### config.mk
export PLATFORM = sky130hd
export DESIGN_NAME = sliding_window_maximum_flat
export DESIGN_NICKNAME = d
export VERILOG_FILES = /design/src/hw/rtl/swm_pkg.sv /design/src/hw/rtl/swm_if.sv /design/src/hw/rtl/sliding_window_maximum.sv /design/src/hw/rtl/swm_cell.sv /design/src/hw/rtl/swm_hist.sv /design/src/flat_wrapper.sv
export SDC_FILE = /design/constraint.sdc
export NUM_CORES = 2
export LEC_CHECK = 0
export BUFFER_PORTS_ARGS = -buffer_cell sky130_fd_sc_hd__buf_4
export CAP_MARGIN = 15
export CORE_ASPECT_RATIO = 1.75
export CORE_MARGIN = 4
export CORE_UTILIZATION = 55
export CTS_CLUSTER_DIAMETER = 200
export DETAILED_ROUTE_END_ITERATION = 10
export PLACE_DENSITY = 0.77
export SYNTH_ARGS = -nofsm -noshare
export SYNTH_HDL_FRONTEND = slang
export SYNTH_SLANG_ARGS = --single-unit
### constraint.sdc
create_clock -name clk -period 43.1 [get_ports clk]
set_clock_uncertainty 0.2 [all_clocks]
set_input_delay 2.155 -clock clk [delete_from_list [all_inputs] [get_ports clk]]
set_output_delay 2.155 -clock clk [all_outputs]
set_load 0.03 [all_outputs]
### src/hw/rtl/swm_pkg.sv
// ----------------------------------------------------------------------------
// swm_pkg: shared types and constants for the sliding window maximum
// Sample type, window sizing and the structs passed along the cell chain.
// ----------------------------------------------------------------------------
package swm_pkg;

  localparam int WINDOW_MAX   = 32;
  localparam int SAMPLE_WIDTH = 16;
  localparam int CFG_WIDTH    = 6;
  localparam int CNT_W        = $clog2(WINDOW_MAX + 1);
  localparam int IDX_W        = (WINDOW_MAX > 1) ? $clog2(WINDOW_MAX) : 1;

  typedef logic signed [SAMPLE_WIDTH-1:0] sample_t;
  typedef logic [CNT_W-1:0]               count_t;
  typedef logic [IDX_W-1:0]               index_t;

  // Shift codes applied to the whole candidate row in one update
  typedef enum logic [1:0] {
    SHIFT_NONE = 2'd0,
    SHIFT_ONE  = 2'd1,
    SHIFT_TWO  = 2'd2
  } shift_t;

  // Broadcast from the top level to every cell
  typedef struct packed {
    logic    accept;
    logic    new_set;
    sample_t sample;
    shift_t  shift;
  } cell_ctrl_t;

  // What a cell shows its neighbors: its content after the append step
  typedef struct packed {
    sample_t value;
    logic    valid;
    logic    keep;
  } cell_link_t;

endpackage

### src/hw/rtl/swm_if.sv
// ----------------------------------------------------------------------------
// swm_in_if / swm_out_if: valid/ready channels of the sliding window maximum
// Input carries one sample and a new-set flag, output one window maximum.
// ----------------------------------------------------------------------------
interface swm_in_if;
  import swm_pkg::*;

  logic    valid;
  logic    ready;
  sample_t sample;
  logic    new_set;

  modport source (output valid, output sample, output new_set, input ready);
  modport sink   (input valid, input sample, input new_set, output ready);
endinterface

interface swm_out_if;
  import swm_pkg::*;

  logic    valid;
  logic    ready;
  sample_t window_max;

  modport source (output valid, output window_max, input ready);
  modport sink   (input valid, input window_max, output ready);
endinterface

### src/hw/rtl/sliding_window_maximum.sv
// ----------------------------------------------------------------------------
// sliding_window_maximum: running maximum over the last window_size samples
// Candidate row of cells kept non-increasing front to back, plus a history
// shift line that supplies the sample leaving the window.
// ----------------------------------------------------------------------------
// Usage:
//   din  carries one signed sample per transaction and a new_set flag that
//        restarts the window before the sample is taken.
//   dout carries window_max, one transaction per input once the current set
//        has seen window_size samples; earlier inputs give no result.
//   cfg_we/cfg_data write window_size (1..32; 0 acts as 1, above 32 as 32).
//        Write it only while the block is idle.
// Timing:
//   A result appears on dout the cycle after its input transaction. The
//   block takes one sample per cycle unless dout stalls; each sample updates
//   the whole candidate row at once, so the row's compare and shift sets
//   the rate.
// Reset (rst, synchronous): empties the candidate row, clears the fill count
//   and the output valid flag, and sets window_size to 1.
// Stall: while a result waits on dout and the receiver holds ready low,
//   din.ready drops; it rises again in the cycle the result is taken.
// ----------------------------------------------------------------------------
module sliding_window_maximum (
  input  logic                         clk,
  input  logic                         rst,
  input  logic                         cfg_we,
  input  logic [swm_pkg::CFG_WIDTH-1:0] cfg_data,
  swm_in_if.sink                       din,
  swm_out_if.source                    dout
);
  import swm_pkg::*;

  logic [CFG_WIDTH-1:0] window_size;
  count_t               fill;
  count_t               fill_base;
  count_t               fill_next;
  count_t               eff_size;
  index_t               back;
  logic                 accept;
  logic                 emit;
  logic                 full_shift;
  logic                 drop;
  sample_t              front;
  sample_t              oldest;
  logic                 out_valid;
  sample_t              window_max;
  cell_ctrl_t           ctrl;
  cell_link_t           links [WINDOW_MAX + 2];

  assign accept    = din.valid && din.ready;
  assign din.ready = !out_valid || dout.ready;

  // Clamp the window size into 1..WINDOW_MAX
  always_comb begin
    if (window_size == '0) begin
      eff_size = count_t'(1);
    end else if (CNT_W'(window_size) > count_t'(WINDOW_MAX)) begin
      eff_size = count_t'(WINDOW_MAX);
    end else begin
      eff_size = CNT_W'(window_size);
    end
  end
  assign back = IDX_W'(eff_size - count_t'(1));

  // Fill count restarts with a new set and saturates at the window limit
  assign fill_base = din.new_set ? '0 : fill;
  assign fill_next = (fill_base == count_t'(WINDOW_MAX)) ? fill_base
                                                         : fill_base + count_t'(1);
  assign emit      = fill_next >= eff_size;

  // Row full and every entry kept: drop the front to make room
  assign full_shift = links[WINDOW_MAX - 1].keep;
  assign front      = full_shift ? links[1].value : links[0].value;
  // Retire the front when it is the sample leaving the window
  assign drop       = emit && (front == oldest);

  always_comb begin
    ctrl.accept  = accept;
    ctrl.new_set = din.new_set;
    ctrl.sample  = din.sample;
    case ({full_shift, drop})
      2'b00:   ctrl.shift = SHIFT_NONE;
      2'b11:   ctrl.shift = SHIFT_TWO;
      default: ctrl.shift = SHIFT_ONE;
    endcase
  end

  // Virtual entries past the end: the appended sample when the row overflows
  assign links[WINDOW_MAX].value     = din.sample;
  assign links[WINDOW_MAX].valid     = links[WINDOW_MAX - 1].keep;
  assign links[WINDOW_MAX].keep      = 1'b0;
  assign links[WINDOW_MAX + 1].value = din.sample;
  assign links[WINDOW_MAX + 1].valid = 1'b0;
  assign links[WINDOW_MAX + 1].keep  = 1'b0;

  for (genvar i = 0; i < WINDOW_MAX; i++) begin : g_cell
    logic prev_keep;
    if (i == 0) begin : g_head
      assign prev_keep = 1'b1;
    end else begin : g_body
      assign prev_keep = links[i-1].keep;
    end
    swm_cell u_cell (
      .clk       (clk),
      .rst       (rst),
      .ctrl      (ctrl),
      .prev_keep (prev_keep),
      .up1       (links[i+1]),
      .up2       (links[i+2]),
      .link      (links[i])
    );
  end

  swm_hist u_hist (
    .clk    (clk),
    .accept (accept),
    .sample (din.sample),
    .back   (back),
    .oldest (oldest)
  );

  always_ff @(posedge clk) begin
    if (rst) begin
      window_size <= CFG_WIDTH'(1);
      fill        <= '0;
      out_valid   <= 1'b0;
    end else begin
      if (cfg_we) begin
        window_size <= cfg_data;
      end
      if (accept) begin
        fill <= fill_next;
      end
      // Hold a result until taken; load a new one on each emitting transaction
      if (accept && emit) begin
        out_valid <= 1'b1;
      end else if (dout.ready) begin
        out_valid <= 1'b0;
      end
    end
  end

  always_ff @(posedge clk) begin
    if (accept && emit) begin
      window_max <= front;
    end
  end

  assign dout.valid      = out_valid;
  assign dout.window_max = window_max;

endmodule

### src/hw/rtl/swm_cell.sv
// ----------------------------------------------------------------------------
// swm_cell: one entry of the candidate row
// Holds one candidate, drops it when beaten by a new sample, takes the new
// sample at the append point and shifts toward the front by zero to two.
// ----------------------------------------------------------------------------
module swm_cell (
  input  logic                clk,
  input  logic                rst,
  input  swm_pkg::cell_ctrl_t ctrl,
  input  logic                prev_keep,
  input  swm_pkg::cell_link_t up1,
  input  swm_pkg::cell_link_t up2,
  output swm_pkg::cell_link_t link
);
  import swm_pkg::*;

  sample_t value;
  logic    valid;
  logic    keep;

  // Keep an entry that is valid in this set and not below the new sample
  assign keep       = valid && !ctrl.new_set && (value >= ctrl.sample);
  assign link.keep  = keep;
  assign link.valid = keep || prev_keep;
  assign link.value = keep ? value : ctrl.sample;

  always_ff @(posedge clk) begin
    if (rst) begin
      valid <= 1'b0;
    end else if (ctrl.accept) begin
      case (ctrl.shift)
        SHIFT_NONE: valid <= link.valid;
        SHIFT_ONE:  valid <= up1.valid;
        SHIFT_TWO:  valid <= up2.valid;
        default:    valid <= link.valid;
      endcase
    end
  end

  always_ff @(posedge clk) begin
    if (ctrl.accept) begin
      case (ctrl.shift)
        SHIFT_NONE: value <= link.value;
        SHIFT_ONE:  value <= up1.value;
        SHIFT_TWO:  value <= up2.value;
        default:    value <= link.value;
      endcase
    end
  end

endmodule

### src/hw/rtl/swm_hist.sv
// ----------------------------------------------------------------------------
// swm_hist: history shift line
// Holds the most recent samples and returns the one leaving the window.
// ----------------------------------------------------------------------------
module swm_hist (
  input  logic             clk,
  input  logic             accept,
  input  swm_pkg::sample_t sample,
  input  swm_pkg::index_t  back,
  output swm_pkg::sample_t oldest
);
  import swm_pkg::*;

  localparam int DEPTH = (WINDOW_MAX > 1) ? WINDOW_MAX - 1 : 1;

  sample_t taps [DEPTH];
  index_t  sel;

  // taps[j] holds the sample j+1 transactions back
  always_ff @(posedge clk) begin
    if (accept) begin
      taps[0] <= sample;
      for (int j = 1; j < DEPTH; j++) begin
        taps[j] <= taps[j-1];
      end
    end
  end

  assign sel    = back - index_t'(1);
  assign oldest = (back == '0) ? sample : taps[sel];

endmodule

### src/flat_wrapper.sv
// flat-port wrapper written by rule: the top's interface ports become plain ports
module sliding_window_maximum_flat import swm_pkg::*;
  (clk, rst, cfg_we, cfg_data, din_valid, din_sample, din_new_set, din_ready, dout_valid, dout_window_max, dout_ready);
  swm_in_if din_i ();
  swm_out_if dout_i ();
  input  logic clk;
  input  logic rst;
  input  logic cfg_we;
  input  logic [swm_pkg::CFG_WIDTH-1:0] cfg_data;
  input wire logic [$bits(din_i.valid)-1:0] din_valid;
  input wire logic [$bits(din_i.sample)-1:0] din_sample;
  input wire logic [$bits(din_i.new_set)-1:0] din_new_set;
  output wire logic [$bits(din_i.ready)-1:0] din_ready;
  output wire logic [$bits(dout_i.valid)-1:0] dout_valid;
  output wire logic [$bits(dout_i.window_max)-1:0] dout_window_max;
  input wire logic [$bits(dout_i.ready)-1:0] dout_ready;
  assign din_i.valid = din_valid;
  assign din_i.sample = din_sample;
  assign din_i.new_set = din_new_set;
  assign din_ready = din_i.ready;
  assign dout_valid = dout_i.valid;
  assign dout_window_max = dout_i.window_max;
  assign dout_i.ready = dout_ready;
  sliding_window_maximum u_core (.clk(clk), .rst(rst), .cfg_we(cfg_we), .cfg_data(cfg_data), .din(din_i), .dout(dout_i));
endmodule
Word level (Yosys, flattened, before mapping)
Memory sizes are Yosys's and may differ from the RTL's.
Index checks and enable logic that the tools add are counted.
{"block": "totals", "regBits": 573, "mem_bits_rw": 496, "input_bits": 28, "word_cells": 324, "mem_count": 1}
{"block": "op_classes", "add_sub_neg": 3, "order_cmp": 34, "n_eq_ne": 5, "muxes": 107, "n_reduce_logical": 106}
{"name": "u_core.u_hist.taps", "depth": 31, "word_bits": 16, "rd": 31, "rd_clocked_by_memory_dff": 0, "write_ports": 31, "line_no": "swm_hist.sv:16", "source": "sample_t taps [DEPTH];"}
{"operator": "one-hot mux 16 bit (2 select lines)", "count": 31}
{"operator": "2-to-1 mux 16 bit", "count": 35}
{"operator": ">= comparator 16 bit", "count": 32}
{"operator": "logical AND 1 bit", "count": 67}
{"operator": "one-hot mux 1 bit (2 select lines)", "count": 32}
{"operator": "logical OR 1 bit", "count": 32}
{"operator": "2-to-1 mux 6 bit", "count": 4}
{"operator": "== test 16 bit", "count": 1}
{"operator": "subtractor 5 x 1 -> 5 bit (second input constant)", "count": 2}
{"operator": "adder 6 x 1 -> 6 bit (second input constant)", "count": 1}
{"operator": "== test 6 bit (second input constant)", "count": 1}
{"operator": ">= comparator 6 bit", "count": 1}
{"operator": "greater-than comparator 6 bit (second input constant)", "count": 1}
{"operator": "logical NOT 6 bit", "count": 1}
{"operator": "logical NOT 5 bit", "count": 1}
{"operator": "== test 2 bit (second input constant)", "count": 2}
{"operator": "2-to-1 mux 1 bit", "count": 4}
{"operator": "one-hot mux 2 bit (2 select lines)", "count": 1}
{"operator": "== test 2 x 1 -> 1 bit (second input constant)", "count": 1}
{"operator": "logical NOT 1 bit", "count": 2}
{"operator": "logical NOT 2 bit", "count": 1}
{"operator": "nonzero test 2 bit", "count": 1}
{"operator": "OR reduction 2 bit", "count": 1}

Logic depth before layout (Yosys ltp)
An unclocked memory read counts as a cell.
{"block": "logic_depth", "depth_word": 14, "depth_mapped": 30, "ltp_nobuf": 23}

Cells and area by module
From an unflattened synthesis, not the netlist that was laid out.
{"block": "hier_totals", "cells_unflattened": 7224, "area_unflattened_um2": 78545.3}
{"module": "swm_cell at u_core.g_cell[0].u_cell ...", "instances": 26, "cells_each": 190, "area_each_um2": 1786.7, "seq_area_each_um2": 500.5}
{"module": "swm_hist", "instances": 1, "cells_each": 863, "area_each_um2": 19163.4, "seq_area_each_um2": 14894.3}
{"module": "swm_cell at u_core.g_cell[4].u_cell ...", "instances": 6, "cells_each": 209, "area_each_um2": 1861.8, "seq_area_each_um2": 500.5}
{"module": "sliding_window_maximum", "instances": 1, "cells_each": 167, "area_each_um2": 1756.7, "seq_area_each_um2": 740.7}

Worst setup path before layout
Ideal clock, no wire load.
{"block": "synth_timing", "path_type": "input -> register", "start": "in dout_ready", "end": "reg u_core.g_cell[0].u_cell.value[0], enable pin", "arrival_ns": 30.037, "slack_ns": 11.100, "stages": 4, "cell_sequence": "nand2b_1 > nand2_1 > clkinv_1 > clkbuf_1"}
{"block": "synth_between", "elab_chain_len": 2}
{"item": "from (decl)", "line_no": "flat_wrapper.sv:16", "source": "input wire logic [$bits(dout_i.ready)-1:0] dout_ready;"}
{"item": "logical OR 1 bit", "line_no": "sliding_window_maximum.sv:51", "source": "assign din.ready = !out_valid || dout.ready;"}
{"item": "logical AND 1 bit", "line_no": "sliding_window_maximum.sv:50", "source": "assign accept = din.valid && din.ready;"}
{"item": "net u_core.accept", "line_no": "sliding_window_maximum.sv:39", "source": "logic accept;"}
{"item": "to (signal assigned)", "line_no": "swm_cell.sv:43", "source": "SHIFT_NONE: value <= link.value;"}
{"item": "to (signal assigned)", "line_no": "swm_cell.sv:44", "source": "SHIFT_ONE: value <= up1.value;"}
{"item": "to (signal assigned)", "line_no": "swm_cell.sv:45", "source": "SHIFT_TWO: value <= up2.value;"}
{"item": "to (decl)", "line_no": "swm_cell.sv:17", "source": "sample_t value;"}
The timed path passes the listed nets, and every way through them passes these cells.
A chain may end at the register's enable or synchronous reset.

Worst setup path in the final report
{"block": "layout_timing", "start": "in din_sample[4]", "end": "reg u_core.g_cell[12].u_cell.value[11] (data pin)"}
{"block": "layout_between", "elab_chain_len": 10, "word_cells_on_any_way": 27, "classes_between": "6 x order compare; 4 x eq/ne; 9 x mux; 8 x reduce/logical"}
{"item": "from (decl)", "line_no": "flat_wrapper.sv:11", "source": "input wire logic [$bits(din_i.sample)-1:0] din_sample;"}
{"item": ">= comparator 16 bit", "line_no": "swm_cell.sv:22", "source": "assign keep = valid && !ctrl.new_set && (value >= ctrl.sample);"}
{"item": "logical AND 1 bit", "line_no": "swm_cell.sv:22"}
{"item": "2-to-1 mux 16 bit", "line_no": "swm_cell.sv:25", "source": "assign link.value = keep ? value : ctrl.sample;"}
{"item": "2-to-1 mux 16 bit *", "line_no": "sliding_window_maximum.sv:73", "source": "assign front = full_shift ? links[1].value : links[0].value;"}
{"item": "net u_core.front[0]", "line_no": "sliding_window_maximum.sv:43", "source": "sample_t front;"}
{"item": "== test 16 bit *", "line_no": "sliding_window_maximum.sv:75", "source": "assign drop = emit && (front == oldest);"}
{"item": "logical AND 1 bit *", "line_no": "sliding_window_maximum.sv:75"}
{"item": "== test 2 bit / logical NOT 2 bit (equally long branches)", "line_no": "sliding_window_maximum.sv:81", "source": "case ({full_shift, drop})"}
{"item": "one-hot mux 2 bit (2 select lines) *", "line_no": "sliding_window_maximum.sv:81"}
{"item": "== test 2 bit / == test 2 x 1 -> 1 bit (equally long branches)", "line_no": "swm_cell.sv:42", "source": "case (ctrl.shift)"}
{"item": "one-hot mux 16 bit (2 select lines) *", "line_no": "swm_cell.sv:42"}
{"item": "to (signal assigned)", "line_no": "swm_cell.sv:43"}
{"item": "to (signal assigned)", "line_no": "swm_cell.sv:44"}
{"item": "to (signal assigned)", "line_no": "swm_cell.sv:45"}
{"item": "to (decl)", "line_no": "swm_cell.sv:17"}
The timed path passes the listed nets; every way through them passes the cells marked *.

==> flow_metrics.env <==
export IMPL_outcome="completed"
export IMPL_grt_pass1_vias=48500
export IMPL_worstPathMaxFanout=120
export IMPL_cts_buffers_inserted=97
export IMPL_wl_mm=199
export IMPL_cts_resized=0
export IMPL_leakage_nw=25.8
export IMPL_die_w_um=267
export IMPL_grt_max_degree=178
export IMPL_drtPass1Iterations=6
export IMPL_post_synth_cell_area_avg_um2=12.1
export IMPL_drc_errors=0
export IMPL_synth_async_reset_ratio_pct=0
export IMPL_ys_seq_elements=1069
export IMPL_post_place_ws_ns=32.01
export IMPL_dr_vias=48300
export IMPL_critical_path_cell_chain="buf_4 -> inv_2 -> buf_4 -> buf_4 -> ha_1 -> a211o_1 -> a21oi_1 -> and3_1 -> or2_2 -> o211a_1 -> mux2i_2 -> a221oi_1 -> a31o_1 -> nand4_1 -> nor4_2 -> nand4_1 -> ha_4 -> inv_8 -> buf_4 -> buf_4 -> buf_4 -> o221ai_1 -> o21a_1"
export IMPL_design_core_area_mm2=0.117
export IMPL_die_height_um=461
export IMPL_drive_above_1_share_pct=13.2
export IMPL_dp_final_hpwl_mm=133
export IMPL_number_of_nets_in_the_synthesized_netlist=5871
export IMPL_fillerInstances=9157
export IMPL_worstHoldPathType="register to register"
export IMPL_clock_tree_root_cell="clkbuf_16"
export IMPL_headroom_to_the_max_slew_limit_pct=18.1
export IMPL_slowest_stage_cell_cp="o211a_1"
export IMPL_grt_util_met1_pct=34.8
export IMPL_final_period_utilization_pct=24.7
export IMPL_grt_max_usage_layer="met2"
export IMPL_groute_usage_overall_pct=31.6
export IMPL_htree_levels=3
export IMPL_post_synthesis_cell_area_mm2=0.0646
export IMPL_cts_setup_buffers=0
export IMPL_grt_antenna_before_repair=2
export IMPL_detail_route_antenna_nets=0
export IMPL_area_growth_syn_to_layout_pct=7.69
export IMPL_max_clock_path_buffers=3
export IMPL_met2_track_usage_gr_pct=54.3
export IMPL_first_pass_grt_wire_length_mm=297
export IMPL_synth_edf_count=1024
export IMPL_floorplan_initialDensity_pct=55.3
export IMPL_fp_row_count=166
export IMPL_setup_violations=0
export IMPL_route_detailed_vias_per_inst=7.14
export IMPL_start_kind="input port"
export IMPL_cp_data_required_time_ns=43.40
export IMPL_die_area_mm2=0.123
export IMPL_postSynthCellCount=5316
export IMPL_place_port_buffers=45
export IMPL_gpl_final_weighted_congestion=0.941
export IMPL_layoutNonFillerInstCount=6771
export IMPL_unrepaired_setup_endpoints_after_global_routing="no"
export IMPL_kind_of_capture_point_of_the_worst_setup_path="register"
export IMPL_maxcap_violations=0
export IMPL_critical_path_most_common_cell="buf_4"
export IMPL_peakVddDrop_mv=0.0327
export IMPL_setup_tns_ns=0
export IMPL_yosysUniqueCellTypes=93
export IMPL_nNetsFinal=5730
export IMPL_data_arrival_at_the_endpoint_of_the_critical_path_ns=10.95
export IMPL_finalWorstPathRequiredPeriod_ns=10.64
export IMPL_clk_transition_reported_paths_ns=0.07
export IMPL_cp_slowest_stage_delay_ns=0.83
export IMPL_met3_usage_pct=5.18
export IMPL_grt_ovfl_total=0
export IMPL_drt_iter0_drc=5163
export IMPL_tritoncts="yes"
export IMPL_routed_wire_length_per_instance_um=29.4
export IMPL_power_per_cell_area_mw_per_mm2=37.3
export IMPL_worst_pin_slew_ns=1.23
export IMPL_placed_cells_incl_taps=6588
export IMPL_clk_latency_ns=0.76
export IMPL_cts_sink_count=1069
export IMPL_maxClockFrequency_mhz=94.0
export IMPL_pin_count=46
export IMPL_ys_seq_area_share_pct=49.0
export IMPL_slew_viol_final=0
export IMPL_synth_warning_count=0
export IMPL_holdBufCountCts=0
export IMPL_path_class="input port to register"
export IMPL_layout_setup_ws_ns=32.46
export IMPL_hold_violations=0
export IMPL_synth_ff_type="edfxtp_1"
## power by group
group	switching (mW)	total, mW	internal, mW	leakage, nW
registers	0.0441	1.27	1.23	10.3
logic	0.254	0.406	0.152	13.9
clock network	0.424	0.916	0.491	1.58
## flip-flops by register name, indices dropped and copies added, names as in the netlist
register                    count
u_core.g_cell.u_cell.valid     32
u_core.window_size              6
u_core.fill                     6
u_core.dout.valid               1
u_core.dout.window_max         16
u_core.u_hist.taps            496
u_core.g_cell.u_cell.value    512
## through the flow
stage / area, µm² / total power, mW / utilization (%) / hold slack, ns
2_1_floorplan: 64600 / 1.62 / - / 0.217
3_3_place_gp: 66300 / 1.68 / 56.8 / 0.223
3_5_place_dp: 66300 / 1.69 / 56.8 / 0.229
4_1_cts: 69500 / 2.59 / 59.6 / 0.208
5_1_grt: 69500 / 2.68 / 59.6 / 0.223
6_report: 69500 / 2.59 / 59.6 / 0.211
## Yosys cell counts, types with 89 or more instances
cell type	count	share of area [%]
clkbuf_1	306	1.8
a2bb2oi_1	161	2.2
o21a_1	168	2.0
edfxtp_1	1024	48
nor2_1	292	1.7
nand2_1	191	1.1
mux4_2	97	3.4
a221oi_1	110	1.5
mux2i_1	399	6.2
mux2_2	204	3.6
o221ai_1	106	1.4
o21ai_0	203	1.6
nand4_1	89	0.86
a21oi_1	375	2.9
a21o_1	127	1.5
ha_1	527	10
## cells in the final DEF, fill, tap and decap left out, types with 36 or more instances in the layout
| cell type | instances |
|---|---|
| a21oi_1 | 365 |
| nor2b_1 | 69 |
| edfxtp_1 | 1024 |
| a221oi_1 | 110 |
| dfxtp_1 | 45 |
| o221ai_1 | 106 |
| buf_4 | 148 |
| clkbuf_16 | 99 |
| a211oi_1 | 70 |
| a2bb2oi_1 | 161 |
| a31oi_1 | 52 |
| a22oi_1 | 55 |
| o21ai_0 | 203 |
| ha_1 | 523 |
| nand3_1 | 81 |
| inv_1 | 69 |
| nor2_1 | 290 |
| mux2_2 | 204 |
| o21a_1 | 168 |
| mux2i_1 | 399 |
| nand2_1 | 189 |
| a21o_1 | 127 |
| mux4_2 | 97 |
| o211ai_1 | 36 |
| nand4_1 | 89 |
| o22ai_1 | 40 |
## routing by layer
metal  part of all wire (%)  wire [µm]
met1                     34      68300
met2                     49      98400
met3                    6.8      13500
met4                    9.5      18900
met5                      0          0
## worst paths after layout
kind                                                          from  cells after the start  slack [ns]                                      endpoint
worst max register to register  u_core.window_size[2]$_SDFFE_PP0P_                     25       33.42  u_core.g_cell[12].u_cell.value[11]$_DFFE_PP_
worst max-delay path                                 din_sample[4]                     23       32.46  u_core.g_cell[12].u_cell.value[11]$_DFFE_PP_
worst min-delay path            u_core.u_hist.taps[2][6]$_DFFE_PP_                      0        0.21            u_core.u_hist.taps[3][6]$_DFFE_PP_
worst min register to register  u_core.u_hist.taps[2][6]$_DFFE_PP_                      0        0.21            u_core.u_hist.taps[3][6]$_DFFE_PP_
## layout make-up
| class | instances | area [µm²] | share of cell area (%) |
|---|---|---|---|
| Sequential cell | 1069 | 31700 | 45.5 |
| Multi-Input combinational cell | 3765 | 31200 | 44.8 |
| Timing Repair Buffer | 150 | 1150 | 1.66 |
| Tap cell | 1512 | 1890 | 2.72 |
| Clock inverter | 54 | 644 | 0.927 |
| Inverter | 92 | 382 | 0.549 |
| Clock buffer | 126 | 2630 | 3.78 |
| Antenna cell | 3 | 7.51 | 0.0108 |
## cell families after synthesis
family / after synthesis / synth area share, %
AO/OA/AOI/OAI: 1639 / 17.7
XOR/XNOR: 18 / 0.244
adder cells (fa/ha/maj): 527 / 10.2
buffers and inverters: 482 / 3.00
flip-flops: 1069 / 49.0
multiplexers: 704 / 13.2
AND/OR/NAND/NOR: 877 / 6.58
## worst max-delay path: cells and delay by family
kind                       cells  cell delay (ns)
muxes                          1             0.38
and+or+nand+nor                5             1.13
buffers and inverters          8             3.83
adders and majority gates      2             0.66
AOI/OAI and AO/OA              7             2.59
No activity file was read; power rests on OpenSTA's default activity.
